`config.mk`:
```
export PLATFORM = sky130hd
export DESIGN_NAME = time_of_day_clock_with_setup_blink_top
export DESIGN_NICKNAME = d
export VERILOG_FILES = /design/src/tdc_pkg.sv /design/src/tdc_step.sv /design/src/tdc_outbuf.sv /design/src/time_of_day_clock_with_setup_blink_top.sv
export VERILOG_INCLUDE_DIRS = /design/src /design/src/src
export SDC_FILE = /design/constraint.sdc
export NUM_CORES = 1
export LEC_CHECK = 0
export BUFFER_PORTS_ARGS = -buffer_cell sky130_fd_sc_hd__buf_4
export CAP_MARGIN = 20
export CORE_ASPECT_RATIO = 2
export CORE_UTILIZATION = 35
export CTS_BUF_LIST = sky130_fd_sc_hd__clkbuf_8 sky130_fd_sc_hd__clkbuf_16
export CTS_CLUSTER_SIZE = 28
export DETAILED_ROUTE_END_ITERATION = 6
export GPL_ROUTABILITY_DRIVEN = 0
export PLACE_DENSITY = 0.67
export REMOVE_ABC_BUFFERS = 1
export SLEW_MARGIN = 25
export SYNTH_ARGS = -nofsm -noshare
export SYNTH_HDL_FRONTEND = slang
export SYNTH_HIERARCHICAL = 1
export SYNTH_SLANG_ARGS = --single-unit
```
`constraint.sdc`:
```
create_clock -name clk -period 3.4 [get_ports clk]
set_input_delay 0.51 -clock clk [delete_from_list [all_inputs] [get_ports clk]]
set_output_delay 0.51 -clock clk [all_outputs]
set_load 0.02 [all_outputs]
```
`src/time_of_day_clock_with_setup_blink_top_defines.svh`:
```
// ----------------------------------------------------------------------------
// Time-of-day clock assertion macros
// Shared concurrent assertion helpers, clocked on clk, disabled in reset.
// ----------------------------------------------------------------------------
`ifndef TIME_OF_DAY_CLOCK_WITH_SETUP_BLINK_TOP_DEFINES_SVH
`define TIME_OF_DAY_CLOCK_WITH_SETUP_BLINK_TOP_DEFINES_SVH

// condition holds at every edge outside reset
`define TDC_ASSERT_ALWAYS(lbl, expr, msg) \
    lbl: assert property (@(posedge clk) disable iff (!rst_n) (expr)) else $error(msg);

// antecedent at one edge implies consequent at the next edge
`define TDC_ASSERT_NEXT(lbl, ante, cons, msg) \
    lbl: assert property (@(posedge clk) disable iff (!rst_n) (ante) |=> (cons)) \
        else $error(msg);

`endif

```
`src/tdc_pkg.sv`:
```
// ----------------------------------------------------------------------------
// Time-of-day clock package
// Item types, state record, configuration record and shared codes.
// ----------------------------------------------------------------------------
package tdc_pkg;

    // item kinds
    localparam logic [1:0] KIND_TICK    = 2'd0;
    localparam logic [1:0] KIND_ADJUST  = 2'd1;
    localparam logic [1:0] KIND_SET_FLD = 2'd2;
    localparam logic [1:0] KIND_SET_VIS = 2'd3;

    // edited field codes
    localparam logic [1:0] FIELD_NONE   = 2'd0;
    localparam logic [1:0] FIELD_MINUTE = 2'd1;
    localparam logic [1:0] FIELD_HOUR   = 2'd2;

    // register indexes
    localparam logic [1:0] REG_POWER_SAVE = 2'd0;
    localparam logic [1:0] REG_TICKS_SEC  = 2'd1;
    localparam logic [1:0] REG_TICKS_BLNK = 2'd2;
    localparam logic [1:0] REG_OFF_DELAY  = 2'd3;

    // time limits and reset values
    localparam logic [5:0] LAST_SECOND    = 6'd59;
    localparam logic [5:0] LAST_MINUTE    = 6'd59;
    localparam logic [4:0] LAST_HOUR      = 5'd23;
    localparam logic [4:0] HOUR_RESET     = 5'd12;
    localparam logic [9:0] TPS_RESET      = 10'd1000;
    localparam logic [7:0] TPB_RESET      = 8'd200;
    localparam logic [5:0] OFF_DLY_RESET  = 6'd30;

    typedef struct packed {
        logic [1:0] kind;
        logic       key_pressed;
        logic       step_down;
        logic [1:0] setup_field;
        logic       visible_in;
    } in_item_t;

    typedef struct packed {
        logic [4:0] hour_out;
        logic [5:0] minute_out;
        logic [5:0] second_out;
        logic       show_hour_out;
        logic       show_minute_out;
        logic       show_dot_out;
        logic       display_update;
        logic       display_enable;
        logic       display_disable;
        logic       minute_event;
        logic       tick_mark;
    } out_item_t;

    typedef struct packed {
        logic       power_save;
        logic [9:0] ticks_per_second;
        logic [7:0] ticks_per_blink;
        logic [5:0] off_delay;
    } cfg_t;

    typedef struct packed {
        logic [4:0] hours;
        logic [5:0] minutes;
        logic [5:0] seconds;
    } tod_t;

    typedef struct packed {
        logic [9:0] sub_second_count;
        logic [7:0] blink_count;
        tod_t       tod;
        logic [5:0] idle_seconds;
        logic       show_hour;
        logic       show_minute;
        logic       show_dot;
        logic       visible;
        logic [1:0] edit_field;
    } state_t;

endpackage

```
`src/tdc_step.sv`:
```
// ----------------------------------------------------------------------------
// Time-of-day clock item step
// Next state and result for one item, as one short combinational pass.
// ----------------------------------------------------------------------------
module tdc_step (
    input  tdc_pkg::state_t    st,
    input  tdc_pkg::cfg_t      cfg,
    input  tdc_pkg::in_item_t  item,
    output tdc_pkg::state_t    st_next,
    output tdc_pkg::out_item_t res
);
    import tdc_pkg::*;

    // one second forward with minute and hour carry
    function automatic tod_t next_second(input tod_t t);
        tod_t r;
        r = t;
        if (t.seconds >= LAST_SECOND)
        begin
            r.seconds = '0;
            r.minutes = (t.minutes >= LAST_MINUTE) ? 6'd0 : t.minutes + 6'd1;
            if (r.minutes == 6'd0)
            begin
                r.hours = (t.hours >= LAST_HOUR) ? 5'd0 : t.hours + 5'd1;
            end
        end
        else
        begin
            r.seconds = t.seconds + 6'd1;
        end
        return r;
    endfunction

    logic        setup;
    logic [10:0] sub_sum;
    logic        sub_wrap;
    logic [8:0]  blink_sum;
    logic        blink_wrap;
    logic [5:0]  idle;
    logic        upd, en, dis, minev, mark;
    state_t      nx;

    assign setup      = (st.edit_field != FIELD_NONE);
    assign sub_sum    = {1'b0, st.sub_second_count} + 11'd1;
    assign sub_wrap   = (sub_sum >= {1'b0, cfg.ticks_per_second});
    assign blink_sum  = {1'b0, st.blink_count} + 9'd1;
    assign blink_wrap = (blink_sum >= {1'b0, cfg.ticks_per_blink});

    always_comb
    begin
        nx    = st;
        idle  = st.idle_seconds;
        upd   = 1'b0;
        en    = 1'b0;
        dis   = 1'b0;
        minev = 1'b0;
        mark  = 1'b0;
        case (item.kind)
            KIND_TICK:
            begin
                if (cfg.power_save)
                begin
                    nx.tod = next_second(st.tod);
                    mark   = 1'b1;
                end
                else
                begin
                    // key press restarts the timeout
                    if (item.key_pressed)
                    begin
                        en   = 1'b1;
                        idle = '0;
                    end
                    // second prescaler
                    nx.sub_second_count = sub_wrap ? 10'd0 : sub_sum[9:0];
                    if (sub_wrap)
                    begin
                        if (idle < cfg.off_delay)
                        begin
                            idle = idle + 6'd1;
                            if (idle >= cfg.off_delay && st.visible && !setup)
                            begin
                                dis = 1'b1;
                            end
                        end
                        minev       = (st.tod.seconds >= LAST_SECOND);
                        nx.tod      = next_second(st.tod);
                        nx.show_dot = ~st.show_dot;
                        if (!setup)
                        begin
                            nx.show_hour   = 1'b1;
                            nx.show_minute = 1'b1;
                            upd            = st.visible;
                        end
                    end
                    nx.idle_seconds = idle;
                    // blink prescaler, edited field flashes
                    nx.blink_count = blink_wrap ? 8'd0 : blink_sum[7:0];
                    if (setup && blink_wrap)
                    begin
                        if (st.edit_field == FIELD_MINUTE)
                        begin
                            nx.show_hour   = 1'b1;
                            nx.show_minute = ~nx.show_minute;
                        end
                        else if (st.edit_field == FIELD_HOUR)
                        begin
                            nx.show_minute = 1'b1;
                            nx.show_hour   = ~nx.show_hour;
                        end
                        if (st.visible)
                        begin
                            upd = 1'b1;
                        end
                    end
                end
            end
            KIND_ADJUST:
            begin
                if (st.edit_field == FIELD_MINUTE)
                begin
                    if (item.step_down)
                    begin
                        nx.tod.minutes = (st.tod.minutes == 6'd0 ||
                                          st.tod.minutes > LAST_MINUTE) ?
                                         LAST_MINUTE : st.tod.minutes - 6'd1;
                    end
                    else
                    begin
                        nx.tod.minutes = (st.tod.minutes >= LAST_MINUTE) ?
                                         6'd0 : st.tod.minutes + 6'd1;
                    end
                end
                else if (st.edit_field == FIELD_HOUR)
                begin
                    if (item.step_down)
                    begin
                        nx.tod.hours = (st.tod.hours == 5'd0 ||
                                        st.tod.hours > LAST_HOUR) ?
                                       LAST_HOUR : st.tod.hours - 5'd1;
                    end
                    else
                    begin
                        nx.tod.hours = (st.tod.hours >= LAST_HOUR) ?
                                       5'd0 : st.tod.hours + 5'd1;
                    end
                end
            end
            KIND_SET_FLD:
            begin
                nx.edit_field = item.setup_field;
            end
            default:
            begin
                nx.visible = item.visible_in;
            end
        endcase
    end

    assign st_next = nx;

    // result from the state after this item
    always_comb
    begin
        res.hour_out        = nx.tod.hours;
        res.minute_out      = nx.tod.minutes;
        res.second_out      = nx.tod.seconds;
        res.show_hour_out   = nx.show_hour;
        res.show_minute_out = nx.show_minute;
        res.show_dot_out    = nx.show_dot;
        res.display_update  = upd;
        res.display_enable  = en;
        res.display_disable = dis;
        res.minute_event    = minev;
        res.tick_mark       = mark;
    end

endmodule

```
`src/tdc_outbuf.sv`:
```
// ----------------------------------------------------------------------------
// Time-of-day clock result buffer
// Output register plus skid register; takes a result while one waits.
// ----------------------------------------------------------------------------
module tdc_outbuf (
    input  logic               clk,
    input  logic               rst_n,
    input  logic               push,
    input  tdc_pkg::out_item_t push_data,
    output logic               full,
    output logic               out_valid,
    input  logic               out_ready,
    output tdc_pkg::out_item_t out_data
);
    import tdc_pkg::*;

    logic      head_valid_reg, head_valid_next;
    logic      skid_valid_reg, skid_valid_next;
    out_item_t head_reg, head_next;
    out_item_t skid_reg, skid_next;
    logic      pop;

    assign pop = head_valid_reg && out_ready;

    // head holds the oldest result, skid the one behind it
    always_comb
    begin
        head_valid_next = head_valid_reg;
        skid_valid_next = skid_valid_reg;
        head_next       = head_reg;
        skid_next       = skid_reg;
        if (skid_valid_reg)
        begin
            if (pop)
            begin
                head_next       = skid_reg;
                skid_valid_next = 1'b0;
            end
        end
        else if (head_valid_reg)
        begin
            if (pop && push)
            begin
                head_next = push_data;
            end
            else if (push)
            begin
                skid_next       = push_data;
                skid_valid_next = 1'b1;
            end
            else if (pop)
            begin
                head_valid_next = 1'b0;
            end
        end
        else if (push)
        begin
            head_next       = push_data;
            head_valid_next = 1'b1;
        end
    end

    always_ff @(posedge clk or negedge rst_n)
    begin
        if (!rst_n)
        begin
            head_valid_reg <= 1'b0;
            skid_valid_reg <= 1'b0;
        end
        else
        begin
            head_valid_reg <= head_valid_next;
            skid_valid_reg <= skid_valid_next;
        end
    end

    always_ff @(posedge clk)
    begin
        head_reg <= head_next;
        skid_reg <= skid_next;
    end

    assign full      = skid_valid_reg;
    assign out_valid = head_valid_reg;
    assign out_data  = head_reg;

endmodule

```
`src/time_of_day_clock_with_setup_blink_top.sv`:
```
// ----------------------------------------------------------------------------
// Time-of-day clock with setup blink
// Result: an item's result is registered into the output register, shown on
// out_data in the next cycle when no earlier result waits on the result channel.
// Throughput: one item per cycle while in_ready is high, one pass of logic from
// state to result reg; in_ready drops only while output and skid regs hold results.
// Reset: time 12:00:00, prescalers and timeout 0, hour and minute shown,
// dot off, hidden, no field edited; registers to their documented defaults.
// ----------------------------------------------------------------------------
`include "time_of_day_clock_with_setup_blink_top_defines.svh"

module time_of_day_clock_with_setup_blink_top (
    input  logic               clk,
    input  logic               rst_n,
    // item channel
    input  logic               in_valid,
    output logic               in_ready,
    input  tdc_pkg::in_item_t  in_data,
    // result channel
    output logic               out_valid,
    input  logic               out_ready,
    output tdc_pkg::out_item_t out_data,
    // register port
    input  logic               psel,
    input  logic               penable,
    input  logic               pwrite,
    input  logic [3:0]         paddr,
    input  logic [31:0]        pwdata,
    output logic [31:0]        prdata,
    output logic               pready
);
    import tdc_pkg::*;

    cfg_t      cfg_reg;
    state_t    st_reg;
    state_t    st_next;
    out_item_t res;
    logic      in_fire;
    logic      buf_full;
    logic      cfg_wr;
    logic [1:0] reg_idx;
    logic       time_in_range;
    logic       presc_hold_case;
    logic       adjust_idle_case;
    logic [17:0] presc_pair;

    assign pready  = 1'b1;
    assign reg_idx = paddr[3:2];
    assign cfg_wr  = psel && penable && pwrite;

    // register writes
    always_ff @(posedge clk or negedge rst_n)
    begin
        if (!rst_n)
        begin
            cfg_reg.power_save       <= 1'b0;
            cfg_reg.ticks_per_second <= TPS_RESET;
            cfg_reg.ticks_per_blink  <= TPB_RESET;
            cfg_reg.off_delay        <= OFF_DLY_RESET;
        end
        else if (cfg_wr)
        begin
            unique case (reg_idx)
                REG_POWER_SAVE: cfg_reg.power_save       <= pwdata[0];
                REG_TICKS_SEC:  cfg_reg.ticks_per_second <= pwdata[9:0];
                REG_TICKS_BLNK: cfg_reg.ticks_per_blink  <= pwdata[7:0];
                default:        cfg_reg.off_delay        <= pwdata[5:0];
            endcase
        end
    end

    // register reads
    always_comb
    begin
        unique case (reg_idx)
            REG_POWER_SAVE: prdata = {31'd0, cfg_reg.power_save};
            REG_TICKS_SEC:  prdata = {22'd0, cfg_reg.ticks_per_second};
            REG_TICKS_BLNK: prdata = {24'd0, cfg_reg.ticks_per_blink};
            default:        prdata = {26'd0, cfg_reg.off_delay};
        endcase
    end

    assign in_ready = !buf_full;
    assign in_fire  = in_valid && in_ready;

    tdc_step u_step (
        .st      (st_reg),
        .cfg     (cfg_reg),
        .item    (in_data),
        .st_next (st_next),
        .res     (res)
    );

    // clock state
    always_ff @(posedge clk or negedge rst_n)
    begin
        if (!rst_n)
        begin
            st_reg.sub_second_count <= '0;
            st_reg.blink_count      <= '0;
            st_reg.tod.hours        <= HOUR_RESET;
            st_reg.tod.minutes      <= '0;
            st_reg.tod.seconds      <= '0;
            st_reg.idle_seconds     <= '0;
            st_reg.show_hour        <= 1'b1;
            st_reg.show_minute      <= 1'b1;
            st_reg.show_dot         <= 1'b0;
            st_reg.visible          <= 1'b0;
            st_reg.edit_field       <= FIELD_NONE;
        end
        else if (in_fire)
        begin
            st_reg <= st_next;
        end
    end

    tdc_outbuf u_outbuf (
        .clk       (clk),
        .rst_n     (rst_n),
        .push      (in_fire),
        .push_data (res),
        .full      (buf_full),
        .out_valid (out_valid),
        .out_ready (out_ready),
        .out_data  (out_data)
    );

    // check terms
    assign time_in_range    = (st_reg.tod.minutes <= LAST_MINUTE) &&
                              (st_reg.tod.seconds <= LAST_SECOND);
    assign presc_hold_case  = in_fire && !(in_data.kind == KIND_TICK && !cfg_reg.power_save);
    assign adjust_idle_case = in_fire && (in_data.kind == KIND_ADJUST) &&
                              (st_reg.edit_field == FIELD_NONE);
    assign presc_pair       = {st_reg.sub_second_count, st_reg.blink_count};

    // checks
    `TDC_ASSERT_ALWAYS(a_hour_range, st_reg.tod.hours <= LAST_HOUR, "hour out of range")
    `TDC_ASSERT_ALWAYS(a_min_sec_range, time_in_range, "minute or second out of range")
    `TDC_ASSERT_ALWAYS(a_stall_has_result, in_ready || out_valid, "stall with nothing pending")
    `TDC_ASSERT_NEXT(a_presc_hold, presc_hold_case, $stable(presc_pair), "prescaler moved")
    `TDC_ASSERT_NEXT(a_adjust_idle, adjust_idle_case, $stable(st_reg.tod), "adjust moved time")

endmodule

```
==> out/results.tsv <==
stage	metric	value	unit
yosys	Yosys reg bits	124	
clock_tree	Clock Path Buffers	2	
clock_tree	Post-CTS Hold Buffers	0	
routing	drt pass-1 iters	7	
die	Die Width	110	um
placed_design	dpl hpwl	13500	um
routing	DRC errors left	1	
global_route	first-pass GRT wire length	29900	um
timing	period utilisation layout	1.00	
yosys	Yosys top cell area share	0.182	
setup_path	Critical Path RT	3.58	ns
routing	routed wire length	18800	um
placed_design	PortBufs	62	
setup_path	Reg2Reg Depth	14	
yosys	Synth area leaders	edfxtp_1 (18%), dfrtp_1 (17%), mux2_4 (7.8%)	
die	Die Y	219	um
clock_tree	Sink Count	124	
status	status	finished, violations left	
setup_path	CP endpoint	u_outbuf/out_data[20]$_DFFE_PP_	
yosys	register area share after synthesis	0.410	
final_layout	layout cells sized above 1	0.342	
job	Max-cap violations	0	
pwr	Power Density	742	nW/um^2
clock_tree	htree depth	4	
yosys	FFs w/ async S/R, synth	0.597	
yosys	Cells after Synth	768	
timing	tightest hold margin	0.112	ns
yosys	cell type with the highest aggregate area in the netlist	edfxtp_1	
timing	Slew Viols, Final	0	
timing	max frequency	293	MHz
setup_path	Crit. End Element	flip-flop	
setup_path	Crit Path Class	reg -> reg	
timing	final clock skew	0.00722	ns
status	failing checks	DRC, setup timing	
routing	routed len/inst	16.6	um
routing	antenna viol nets, final	0	
yosys	Synth top cells by count	dfrtp_1 (57), nand2_1 (54), buf_4 (52)	
setup_path	crit path launch	presc_pair[8]$_DFFE_PN0P_	
final_layout	Final #Nets	921	
setup_path	worst reg2reg setup slack	-0.01	ns
routing	Vias per Instance	5.33	
yosys	YS warnings	6	
global_route	Overflow after GRT	0	
yosys	number of synthesized flops with an enable pin	50	
yosys	Most used DFF post-synth	dfrtp_1	
die	Initial Util	0.356	
yosys	Post-Synthesis Cell Area	8230	um^2
yosys	Cell variety after synth	76	
die	Ports	110	
timing	final hold violations	0	
timing	Final WS setup	-0.0108	ns
timing	final period demand of the worst path	3.41	ns
setup_path	startpoint types	flip-flop	
routing	via count	6011	
global_route	initial antenna violation count	0	
global_route	vias in the first global route	6148	
clock_tree	clk slew on worst S/H paths	0.06	ns
yosys	syn_area_per_cell	10.7	um^2
timing	Slew @ Worst Pin	0.963	ns
routing	Initial DRC Count	249	
placed_design	Post-DP Area	8830	um^2
die	Row Count	79	
final_layout	final instance area	9620	um^2
setup_path	Arrival @ worst endpoint	3.59	ns
setup_path	worst flop-to-flop path startpoint	presc_pair[8]$_DFFE_PN0P_	
die	Die Area	24200	um^2
global_route	largest net degree at the start of global routing	75	
pwr	worst ir drop on vdd	0.000485	V
clock_tree	root buffer cell	clkbuf_16	
pwr	Pleak	4.21	nW
final_layout	antenna cells	0	
die	CORE AREA	23100	um^2
hold_path	Worst Hold Class	in -> async	
timing	Max-slew headroom	0.358	
setup_path	reg2reg end	u_outbuf/out_data[20]$_DFFE_PP_	
clock_tree	clock latency on the worst-skew pair	0.42	ns
final_layout	area delta synth->final	17.0	%
yosys	most frequent cell after synthesis	dfrtp_1	
final_layout	max FFs per register	29	
clock_tree	CTS tree	done	
timing	Setup violations, final	1	
clock_tree	Num CTS Buffers	17	
global_route	GRT Util Overall	0.156	
setup_path	crit-path max FO	6	
timing	RSZ-0062 raised after global routing	true	
[layer usage]
metal / GRT usage / share of wire
met3: 0.0224 / 0.034
met2: 0.303 / 0.55
met1: 0.151 / 0.37
met4: 0.0978 / 0.040
met5: 0 / 0
[cell usage in the layout, fill, tap and decap left out, drive strengths merged, types with 13 or more instances in the layout]
cell type	netlist	layout
buf	67	107
mux2	104	104
dfrtp	57	57
nand2	55	55
edfxtp	50	50
nand3	43	43
o21ai	43	43
inv	37	42
ha	39	39
nor2	38	38
a21oi	30	30
conb	2	23
clkbuf	16	19
a22o	18	18
dfstp	17	17
nor3	13	13
[where the power goes]
group	leakage [nW]	switching, W	internal [W]
combinational	2.55	0.00145	0.00141
clock	0.279	0.000673	0.00100
sequential	1.38	0.000473	0.00213
total	4.21	0.00259	0.00454
[area by class of cell]
cell class / instances / area (um^2)
flip-flops and latches: 124 / 3380
clock buffers: 19 / 475
inverters: 37 / 139
well taps: 283 / 354
clock inverters: 13 / 73.8
fillers: 2223 / 13500
repair buffers: 107 / 822
multi-input cells: 545 / 4380
[worst max-delay path, stage by stage, from the launching register on]
cell and delay [ns]:
dfrtp_1 0.41, buf_6 0.15, nand3_2 0.10, nor2_4 0.20, nand3_1 0.13, xnor2_1 0.16, ha_1 0.31, and3_4 0.23
o31ai_4 0.11, buf_6 0.14, a31oi_4 0.24, nand2_4 0.12, a21o_4 0.24, a221o_1 0.35, mux2_4 0.27
[per-stage QoR]
stage / setup slack [ns] / instances / TNS (ns) / total power, W / utilization
floorplan: -1.14 / 706 / -80.56 / 0.00440 / -
global placement: -0.0734 / 1087 / -0.351 / 0.00528 / 0.382
detailed placement: -0.129 / 1087 / -1.21 / 0.00537 / 0.382
CTS: -0.00172 / 1124 / -0.00172 / 0.00709 / 0.409
global route: -0.144 / 1128 / -1.01 / 0.00753 / 0.416
finish: -0.0108 / 1128 / -0.0108 / 0.00714 / 0.416
[timing repair]
| action | 4_1_cts | 5_1_grt |
|---|---|---|
| buffers inserted | 5 | 5 |
| resized for setup | 12 | 28 |
| pin swaps | 8 | 17 |
| setup endpoints to repair | 20 | 33 |
[cell families after synthesis]
logic type / share of synthesized area
AOI/OAI and AO/OA: 0.119
xor gates and xnor gates: 0.0224
adders and majority gates: 0.0605
buffers and inverters: 0.0870
DFF: 0.410
muxes: 0.167
other: 0.000913
and+or+nand+nor: 0.133
[worst min path at each step]
stage	startpoint	end	cells after the start
3_5_place_dp	st_reg[10]$_DFFE_PN0P_	st_reg[10]$_DFFE_PN0P_	1
3_3_place_gp	st_reg[3]$_DFFE_PN0P_	st_reg[3]$_DFFE_PN0P_	1
4_1_cts	rst_n	st_reg[12]$_DFFE_PN0P_	1
6_report	rst_n	u_outbuf/full$_DFF_PN0_	1
2_1_floorplan	rst_n	cfg_reg[0]$_DFFE_PN0P_	0
5_1_grt	rst_n	u_outbuf/full$_DFF_PN0_	1
(Power assumes the default switching activity.)
